## src/rtl/sapq_pkg.sv

```systemverilog
// shared types and constants for the sorted agenda priority queue
`default_nettype none
package sapq_pkg;

   localparam int DEPTH_DEFAULT = 16;
   localparam int KEY_BITS      = 16;
   localparam int TAG_BITS      = 16;
   localparam int OCC_BITS      = 5;
   localparam int LIMIT_BITS    = 16;
   localparam int TOTAL_BITS    = 16;
   localparam logic [LIMIT_BITS-1:0] LIMIT_RESET = LIMIT_BITS'(20);

   typedef enum logic {
      KIND_INSERT = 1'b0,
      KIND_POP    = 1'b1
   } kind_type;

   typedef enum logic [1:0] {
      STATUS_INSERTED = 2'd0,
      STATUS_POPPED   = 2'd1,
      STATUS_EMPTY    = 2'd2,
      STATUS_FULL     = 2'd3
   } status_type;

   typedef struct packed {
      kind_type            kind;
      logic [KEY_BITS-1:0] difficulty;
      logic [TAG_BITS-1:0] tag;
   } req_type;

   typedef struct packed {
      status_type          status;
      logic [KEY_BITS-1:0] out_difficulty;
      logic [TAG_BITS-1:0] out_tag;
      logic [OCC_BITS-1:0] occupancy;
      logic                over_limit;
   } rsp_type;

   // controller to datapath
   typedef struct packed {
      logic capture;   // load the input register
      logic execute;   // run the held item and load the result register
   } cmd_type;

endpackage
`default_nettype wire

```

## src/rtl/sorted_agenda_priority_queue.sv

```systemverilog
// top level of the sorted agenda priority queue
`default_nettype none
// Stable sorted priority queue of (difficulty, tag) entries kept in a row of
// QUEUE_DEPTH shift cells, least difficulty at the head. An insert item goes
// in behind every stored entry of lower or equal difficulty, so equal keys
// leave in arrival order; a pop item removes the head. Each item yields one
// result item with a status code, the popped entry (zero unless popped), the
// occupancy after the operation and the over-limit flag (saturating count of
// insert items strictly above task_limit, reset 20, written through csr_).
// An insert into a full queue is dropped but still counted. Each item is
// first captured into the input register, then executed in a step in which
// all cells compare against the key and shift in parallel; the next item
// can be captured while a result still waits on rsp_stall, and execution
// waits only until the result register is free. csr_ready is always high;
// write task_limit only while no item is in flight.
module sorted_agenda_priority_queue #(
   parameter int QUEUE_DEPTH = sapq_pkg::DEPTH_DEFAULT
) (
   input  wire                              clock,
   input  wire                              reset,
   // item input
   input  wire                              req_valid,
   output logic                             req_stall,
   input  sapq_pkg::req_type                req_item,
   // result output
   output logic                             rsp_valid,
   input  wire                              rsp_stall,
   output sapq_pkg::rsp_type                rsp_item,
   // task_limit write
   input  wire                              csr_valid,
   output logic                             csr_ready,
   input  wire [sapq_pkg::LIMIT_BITS-1:0]   csr_data
);

   sapq_pkg::cmd_type cmd;

   // register write never back-pressures
   assign csr_ready = 1'b1;

   // sequencer: capture, then execute when the result register frees up
   sapq_ctrl u_ctrl (
      .clock     (clock),
      .reset     (reset),
      .req_valid (req_valid),
      .req_stall (req_stall),
      .rsp_valid (rsp_valid),
      .rsp_stall (rsp_stall),
      .cmd       (cmd)
   );

   // sorted cells, counters and result register
   sapq_dpath #(
      .QUEUE_DEPTH (QUEUE_DEPTH)
   ) u_dpath (
      .clock    (clock),
      .reset    (reset),
      .cmd      (cmd),
      .req_item (req_item),
      .csr_we   (csr_valid && csr_ready),
      .csr_data (csr_data),
      .rsp_item (rsp_item)
   );

endmodule
`default_nettype wire

```

## src/rtl/sapq_ctrl.sv

```systemverilog
// sequencer: takes an item, runs it once the result register is free
`default_nettype none
module sapq_ctrl (
   input  wire                 clock,
   input  wire                 reset,
   input  wire                 req_valid,
   output logic                req_stall,
   output logic                rsp_valid,
   input  wire                 rsp_stall,
   output sapq_pkg::cmd_type   cmd
);

   typedef enum logic [1:0] {
      ST_IDLE = 2'b01,
      ST_EXEC = 2'b10
   } state_type;

   state_type state_ff, state_in;
   logic      rsp_valid_ff, rsp_valid_in;
   logic      out_free;

   assign out_free  = !rsp_valid_ff || !rsp_stall;
   assign req_stall = (state_ff != ST_IDLE);
   assign rsp_valid = rsp_valid_ff;

   always_comb begin
      state_in    = state_ff;
      cmd.capture = 1'b0;
      cmd.execute = 1'b0;
      case (state_ff)
         ST_IDLE: begin
            if (req_valid) begin
               cmd.capture = 1'b1;
               state_in    = ST_EXEC;
            end
         end
         ST_EXEC: begin
            if (out_free) begin
               cmd.execute = 1'b1;
               state_in    = ST_IDLE;
            end
         end
         default: begin
            state_in = ST_IDLE;
         end
      endcase
   end

   always_comb begin
      rsp_valid_in = rsp_valid_ff;
      if (cmd.execute) begin
         rsp_valid_in = 1'b1;
      end else if (rsp_valid_ff && !rsp_stall) begin
         rsp_valid_in = 1'b0;
      end
   end

   always_ff @(posedge clock) begin
      if (reset) begin
         state_ff     <= ST_IDLE;
         rsp_valid_ff <= 1'b0;
      end else begin
         state_ff     <= state_in;
         rsp_valid_ff <= rsp_valid_in;
      end
   end

`ifndef ASSERT_OFF
   a_accept_to_exec: assert property (@(posedge clock) disable iff (reset)
      (req_valid && !req_stall) |=> (state_ff == ST_EXEC))
      else $error("accepted item did not reach execute state");
   a_exec_gives_rsp: assert property (@(posedge clock) disable iff (reset)
      cmd.execute |=> rsp_valid_ff)
      else $error("executed item produced no result");
   a_no_overwrite: assert property (@(posedge clock) disable iff (reset)
      cmd.execute |-> (!rsp_valid_ff || !rsp_stall))
      else $error("result register overwritten while held");
`endif

endmodule
`default_nettype wire

```

## src/rtl/sapq_dpath.sv

```systemverilog
// datapath: sorted shift cells, counters, limit register, result register
`default_nettype none
module sapq_dpath #(
   parameter int QUEUE_DEPTH = sapq_pkg::DEPTH_DEFAULT
) (
   input  wire                                  clock,
   input  wire                                  reset,
   input  sapq_pkg::cmd_type                    cmd,
   input  sapq_pkg::req_type                    req_item,
   input  wire                                  csr_we,
   input  wire [sapq_pkg::LIMIT_BITS-1:0]       csr_data,
   output sapq_pkg::rsp_type                    rsp_item
);

   localparam int CNT_BITS = $clog2(QUEUE_DEPTH + 1);
   localparam int KB = sapq_pkg::KEY_BITS;
   localparam int TB = sapq_pkg::TAG_BITS;
   localparam int NB = sapq_pkg::TOTAL_BITS;
   localparam logic [CNT_BITS-1:0] FULL_COUNT = CNT_BITS'(QUEUE_DEPTH);

   sapq_pkg::req_type         req_ff;
   sapq_pkg::rsp_type         rsp_ff, rsp_in;
   logic [KB-1:0]             key_ff [QUEUE_DEPTH];
   logic [KB-1:0]             key_in [QUEUE_DEPTH];
   logic [TB-1:0]             tag_ff [QUEUE_DEPTH];
   logic [TB-1:0]             tag_in [QUEUE_DEPTH];
   logic [QUEUE_DEPTH-1:0]    le;
   logic [CNT_BITS-1:0]       count_ff, count_in;
   logic [NB-1:0]             total_ff, total_in;
   logic [sapq_pkg::LIMIT_BITS-1:0] limit_ff;
   logic                      is_insert, full, empty, do_push, do_pop;

   assign is_insert = (req_ff.kind == sapq_pkg::KIND_INSERT);
   assign full      = (count_ff == FULL_COUNT);
   assign empty     = (count_ff == '0);
   assign do_push   = cmd.execute && is_insert && !full;
   assign do_pop    = cmd.execute && !is_insert && !empty;

   always_ff @(posedge clock) begin
      if (cmd.capture) begin
         req_ff <= req_item;
      end
   end

   // each cell compares against the new key; le cells form a prefix
   for (genvar i = 0; i < QUEUE_DEPTH; i++) begin : g_cell
      assign le[i] = (CNT_BITS'(i) < count_ff) && (key_ff[i] <= req_ff.difficulty);

      always_comb begin
         key_in[i] = key_ff[i];
         tag_in[i] = tag_ff[i];
         if (do_push && !le[i]) begin
            if (i == 0) begin
               key_in[i] = req_ff.difficulty;
               tag_in[i] = req_ff.tag;
            end else if (le[(i == 0) ? 0 : i-1]) begin
               key_in[i] = req_ff.difficulty;
               tag_in[i] = req_ff.tag;
            end else begin
               key_in[i] = key_ff[(i == 0) ? 0 : i-1];
               tag_in[i] = tag_ff[(i == 0) ? 0 : i-1];
            end
         end else if (do_pop && (i < QUEUE_DEPTH - 1)) begin
            key_in[i] = key_ff[(i < QUEUE_DEPTH - 1) ? i+1 : i];
            tag_in[i] = tag_ff[(i < QUEUE_DEPTH - 1) ? i+1 : i];
         end
      end

      always_ff @(posedge clock) begin
         if (do_push || do_pop) begin
            key_ff[i] <= key_in[i];
            tag_ff[i] <= tag_in[i];
         end
      end
   end

   always_comb begin
      count_in = count_ff;
      total_in = total_ff;
      if (do_push) begin
         count_in = count_ff + CNT_BITS'(1);
      end else if (do_pop) begin
         count_in = count_ff - CNT_BITS'(1);
      end
      if (cmd.execute && is_insert && (total_ff != '1)) begin
         total_in = total_ff + NB'(1);
      end
   end

   always_comb begin
      rsp_in.out_difficulty = '0;
      rsp_in.out_tag        = '0;
      rsp_in.occupancy      = sapq_pkg::OCC_BITS'(count_in);
      rsp_in.over_limit     = (total_in > limit_ff);
      if (is_insert) begin
         rsp_in.status = full ? sapq_pkg::STATUS_FULL : sapq_pkg::STATUS_INSERTED;
      end else if (empty) begin
         rsp_in.status = sapq_pkg::STATUS_EMPTY;
      end else begin
         rsp_in.status         = sapq_pkg::STATUS_POPPED;
         rsp_in.out_difficulty = key_ff[0];
         rsp_in.out_tag        = tag_ff[0];
      end
   end

   always_ff @(posedge clock) begin
      if (cmd.execute) begin
         rsp_ff <= rsp_in;
      end
   end

   always_ff @(posedge clock) begin
      if (reset) begin
         count_ff <= '0;
         total_ff <= '0;
         limit_ff <= sapq_pkg::LIMIT_RESET;
      end else begin
         count_ff <= count_in;
         total_ff <= total_in;
         if (csr_we) begin
            limit_ff <= csr_data;
         end
      end
   end

   assign rsp_item = rsp_ff;

`ifndef ASSERT_OFF
   a_count_bound: assert property (@(posedge clock) disable iff (reset)
      count_ff <= FULL_COUNT)
      else $error("entry count beyond queue depth");
   a_pop_count: assert property (@(posedge clock) disable iff (reset)
      do_pop |=> (count_ff == $past(count_ff) - CNT_BITS'(1)))
      else $error("pop did not remove exactly one entry");
   a_full_drop: assert property (@(posedge clock) disable iff (reset)
      (cmd.execute && is_insert && full) |=> (count_ff == FULL_COUNT))
      else $error("dropped insert changed the queue");
   a_head_order: assert property (@(posedge clock) disable iff (reset)
      (count_ff > CNT_BITS'(1)) |-> (key_ff[0] <= key_ff[1]))
      else $error("head entries out of order");
`endif

endmodule
`default_nettype wire
```

## config.mk

```make
export PLATFORM = sky130hd
export DESIGN_NAME = sorted_agenda_priority_queue
export DESIGN_NICKNAME = d
export VERILOG_FILES = /design/src/rtl/sapq_pkg.sv /design/src/rtl/sorted_agenda_priority_queue.sv /design/src/rtl/sapq_ctrl.sv /design/src/rtl/sapq_dpath.sv
export SDC_FILE = /design/constraint.sdc
export NUM_CORES = 2
export LEC_CHECK = 0
export BUFFER_PORTS_ARGS = -buffer_cell sky130_fd_sc_hd__buf_4
export CAP_MARGIN = 30
export CORE_UTILIZATION = 55
export CTS_BUF_LIST = sky130_fd_sc_hd__clkbuf_4
export CTS_CLUSTER_SIZE = 30
export DETAILED_ROUTE_END_ITERATION = 10
export PLACE_DENSITY = 0.69
export SLEW_MARGIN = 10
export SYNTH_ARGS = -nofsm -noshare
export SYNTH_HDL_FRONTEND = slang
export SYNTH_SLANG_ARGS = --single-unit
export TNS_END_PERCENT = 30
```

## constraint.sdc

```tcl
create_clock -name clock -period 13.58 [get_ports clock]
set_clock_uncertainty 0.05 [all_clocks]
set_input_delay 1.358 -clock clock [delete_from_list [all_inputs] [get_ports clock]]
set_output_delay 1.358 -clock clock [all_outputs]
set_load 0.02 [all_outputs]
```

Word level (Yosys, flattened, before mapping)
Memory sizes are Yosys's and may differ from the RTL's.
Cells that the tools add are included.
{ "word_totals": {"register_bits": 113, "ramBits": 512, "mem_count": 2} }
{ "memory_table": {"columns": ["memory", "words", "word_bits", "read_ports", "rd_ports_with_merged_regs", "write_ports", "line", "text"], "rows": [
  ["u_dpath.key_ff", 16, 16, 16, 0, 16, "sapq_dpath.sv:23", "logic [KB-1:0] key_ff [QUEUE_DEPTH];"],
  ["u_dpath.tag_ff", 16, 16, 16, 0, 16, "sapq_dpath.sv:25", "logic [TB-1:0] tag_ff [QUEUE_DEPTH];"]
]} }
{ "op_classes": {"n_addsub": 3, "n_lt_le_gt_ge": 33, "eq_ne": 7, "muxes": 109, "bitwise_logic": 1, "n_reduce_logical": 64} }
{ "ops": {"columns": ["op", "count"], "rows": [
  ["$mux 16", 93],
  ["$le 16x16->1", 16],
  ["$lt 4x5->1 const A", 8],
  ["$logic_and 1x1->1", 38],
  ["$logic_not 1->1", 20],
  ["$lt 3x5->1 const A", 4],
  ["$add 16x1->16 const B", 1],
  ["$gt 16x16->1", 1],
  ["$ne 16x16->1 const B", 1],
  ["$lt 1x5->1 const A", 2],
  ["$lt 2x5->1 const A", 2],
  ["$mux 2", 5],
  ["$mux 5", 2],
  ["$mux 1", 8],
  ["$add 5x1->5 const B", 1],
  ["$eq 5x5->1 const B", 1],
  ["$logic_not 5->1", 1],
  ["$sub 5x1->5 const B", 1],
  ["$ne 2x1->1 const B", 2],
  ["$pmux 2 s2", 1],
  ["$eq 2x1->1 const B", 1],
  ["$eq 2x2->1 const B", 1],
  ["$logic_or 1x1->1", 2],
  ["$ne 2x2->1 const B", 1],
  ["other kinds (4)", 4]
]} }

Depth between registers and ports, before layout
{ "logic_depth": {"depth_word": 9, "mapped_depth": 13, "mapped_depth_nobuf": 13} }

Hierarchy
Synthesis repeated with hierarchy kept, for this count alone.
{ "unflattened": {"cells_unflattened": 3483, "area_unflattened_um2": 37021.8} }
{ "by_module_without_submodules": {"columns": ["module", "instances", "cells_per_inst", "area_per_inst_um2"], "rows": [
  ["sapq_dpath", 1, 3467, 36882.9],
  ["sapq_ctrl", 1, 14, 127.6],
  ["sorted_agenda_priority_queue", 1, 2, 11.3]
]} }

Worst setup path after synthesis
OpenSTA, ideal clock, no wires.
{ "synth_path": {"path_kind": "input-to-reg", "start": "input port rsp_stall", "end": "register u_dpath.rsp_ff (netlist bit u_dpath.rsp_item[0]) (data pin)", "setup_time_ns": 0.254, "arrival_ns": 4.897, "required_time_ns": 13.276, "path_slack_ns": 8.379, "cell_stages": 12, "path_buffers": 0, "path_cell_list": "a21oi_2 nand2_1 nor2_1 mux2_2 ha_1 nor2b_1 o21a_1 o21a_1 o21a_1 o21ai_0 a21oi_1 o21a_1"} }
{ "synth_lines": {"columns": ["element", "line", "text"], "rows": [
  ["start: declaration", "sorted_agenda_priority_queue.sv:27", "input wire rsp_stall,"],
  ["end signal: assignment", "sapq_dpath.sv:108", "rsp_ff <= rsp_in;"],
  ["end: declaration", "sapq_dpath.sv:22", "sapq_pkg::rsp_type rsp_ff, rsp_in;"]
]} }

==> metrics.yaml <==
status: "finished clean"
grt_pass1_wl_um: 150000
holdCritStartpoint: "u_dpath.limit_ff[4]$_SDFFE_PP1P_"
synth_top_cells_by_count: "edfxtp_1, a21oi_1, nor2_1"
area_growth_pct: 9.91
synth_top_area_share_pct: 48.0
slew_viol_final: 0
path_cells: "inv_1, ha_1, nand4_1, nor4_1, a21boi_0, o31a_2, buf_4, and2_2, buf_4, nand2b_1, buf_4"
hpwlAfterDp_um: 67400
powerDensity_mw_per_mm2: 102
critPathBufInv: 4
ys_seq_area_share_pct: 50.2
synth_cells: 3413
die_x_um: 260
die_area_mm2: 0.0675
synth_seq_cells: 625
num_rows: 94
post-cts-setup-buffer-count: 0
regToRegSetupSlack_ns: 8.69
cts_hold_buf: 0
netlist_top_cells_area: "edfxtp_1, mux2i_1, ha_1"
start_kind: "flip-flop"
min-delay-path-class: "flip-flop to flip-flop"
max_slew.worst_pin.slew_ns: 1.10
r2r_end: "u_dpath.tag_ff[0][18]$_DFFE_PP_"
synth_top_flop_cell: "edfxtp_1"
fin_setup_tns_ns: 0
postPlaceCellArea_mm2: 0.0380
cts_root_buf: "clkbuf_4"
wl_per_cell_um: 21.1
cts_buffers: 170
drt-met1-wl_um: 42000
setup_violations: 0
layout.nets: 3846
postLayoutCellArea_mm2: 0.0402
drv_cap: 0
post_cts_resized: 0
netlist_area_mm2: 0.0366
hold_path_end: "u_dpath.limit_ff[4]$_SDFFE_PP1P_"
synth_largest_area_cell: "edfxtp_1"
crit_path_frequent_cell: "buf_4"
cpLargestDelayFamily: "buffers and inverters"
synth_nets: 3743
rsz0062_at_grt: "no"
critPathKind: "flip-flop to flip-flop"
cts_sinks: 625
num_vias: 27563
io_pins: 97
first_pass_iters: 6
syn_area_per_cell_um2: 10.7
routed_wl_um: 94700
power_leakage_nw: 16.8
yosys.cell_types.count: 77
synth-edff-count: 585
min_period_over_period_pct: 36.0
gp_congestion: 0.908
min_period_ns: 4.89
crit_slowest_cell: "edfxtp_1"
clk_latency_ns: 1.02
drive_gt1_share_pct: 14.8
ys_warn_count: 0
r2r-start: "u_dpath.req_ff[30]$_DFFE_PP_"
wl_met3_um: 5550
highest_layer: "met5"
reg2regPathDepth: 11
io_buffers: 95
max_freq_mhz: 204
async_flop_share_pct: 0
required_ns: 14.15
drc: 0
drt_iter0_drc: 2084
die-height_um: 260
cts_tree: "built"
post-synth-top-count-cell: "edfxtp_1"
peakVddDrop_mv: 0.0771
grt_max_degree: 66
ctsHtreeMaxLevel: 4
clkTransAtPathRegs_ns: 0.07
ant_nets: 0
cts_buffer_depth: 3
grt_overflow_total: 0
cp_max_fo: 65
met2WireLength_um: 44300
initial_core_util_pct: 55.6
worstSetupEndpointType: "flip-flop"
coreArea_mm2: 0.0657
worst_path_largest_cell_delay_ns: 0.63
whs_path_depth: 2
via_per_inst: 6.13
antenna_found_initial: 2
groute.usage.overall_pct: 28.0
arrival_ns: 5.46
finalHoldViolCount: 0
slew_headroom_pct: 25.7
grt_pass1_vias: 28273
[placed cells by master (no fill, tap or decap), drive strengths merged, types with 49 or more instances in the layout]
| master | count |
|---|---|
| and2 | 59 |
| ha | 276 |
| nor2 | 405 |
| edfxtp | 585 |
| mux2 | 49 |
| mux2i | 385 |
| buf | 168 |
| a21oi | 425 |
| inv | 65 |
| clkbuf | 258 |
| o21ai | 211 |
| nand2 | 283 |
[area by class of cell]
class / instances / area [um^2]
Inverter: 62 / 233
Clock buffer: 258 / 1940
Antenna cell: 1 / 2.50
Tap cell: 864 / 1080
Clock inverter: 29 / 204
Fill cell: 5414 / 25600
Timing Repair Buffer: 168 / 1350
Multi-Input combinational cell: 2489 / 17000
Sequential cell: 625 / 18400
[per-layer routing]
metal | vias to the layer above | global-route usage [%]
met4 | 2 | 11.3
li1 | 12926 | -
met1 | 13553 | 37.3
met2 | 879 | 45.1
met3 | 203 | 5.05
met5 | - | 0
[worst min-delay path, delay by kind of cell, from the launching register on]
kind	cells	cell delay, ns
DFF	1	0.30
AOI/OAI and AO/OA	1	0.08
buffers and inverters	1	0.06
[flip-flops by register name (all words and copies together) (netlist names)]
signal,count
u_dpath.key_ff,256
u_dpath.count_ff,5
u_ctrl.rsp_valid,1
u_dpath.limit_ff,16
u_ctrl.state_ff,2
u_dpath.rsp_item,40
u_dpath.total_ff,16
u_dpath.tag_ff,256
u_dpath.req_ff,33
[cell families (layout without fill, tap and decap cells)]
| logic type | Yosys count | in the layout | share of synthesized area [%] |
|---|---|---|---|
| flops | 625 | 625 | 50.2 |
| xor+xnor | 19 | 19 | 0.455 |
| other cells | 1 | 2 | 0.0103 |
| buf+inv | 299 | 517 | 3.70 |
| simple gates | 941 | 941 | 11.4 |
| compound gates | 818 | 818 | 12.7 |
| fa+ha+maj | 276 | 276 | 9.44 |
| mux | 434 | 434 | 12.0 |
[power by group]
group          leakage (nW)  switching [mW]  total, mW  internal (mW)
logic                  9.94           0.148      0.237         0.0891
registers              5.63          0.0389       2.15           2.11
clock network          1.28           0.811       1.71          0.899
[worst max path at each step]
stage	end	slack, ns	start	cells past startpoint
2_1_floorplan	u_dpath.rsp_item[0]$_DFFE_PN_	8.38	rsp_stall	12
3_5_place_dp	u_dpath.tag_ff[0][29]$_DFFE_PP_	8.80	u_dpath.req_ff[31]$_DFFE_PP_	11
4_1_cts	u_dpath.tag_ff[0][17]$_DFFE_PP_	8.75	u_dpath.req_ff[30]$_DFFE_PP_	11
5_1_grt	u_dpath.tag_ff[0][18]$_DFFE_PP_	8.42	u_dpath.req_ff[30]$_DFFE_PP_	11
3_3_place_gp	u_dpath.tag_ff[0][28]$_DFFE_PP_	8.83	u_dpath.req_ff[31]$_DFFE_PP_	11
6_report	u_dpath.tag_ff[0][18]$_DFFE_PP_	8.69	u_dpath.req_ff[30]$_DFFE_PP_	11
[through the flow]
step | power, mW | utilization, % | cells | hold WS [ns] | setup slack (ns)
floorplan | 2.33 | - | 3413 | 0.410 | 8.38
global placement | 2.42 | 57.7 | 4201 | 0.432 | 8.83
detailed placement | 2.43 | 57.8 | 4205 | 0.433 | 8.80
CTS | 4.14 | 61.0 | 4492 | 0.345 | 8.75
global route | 4.26 | 61.1 | 4496 | 0.385 | 8.42
finish | 4.10 | 61.1 | 4496 | 0.447 | 8.69
Power figures use the tool's default switching activity.
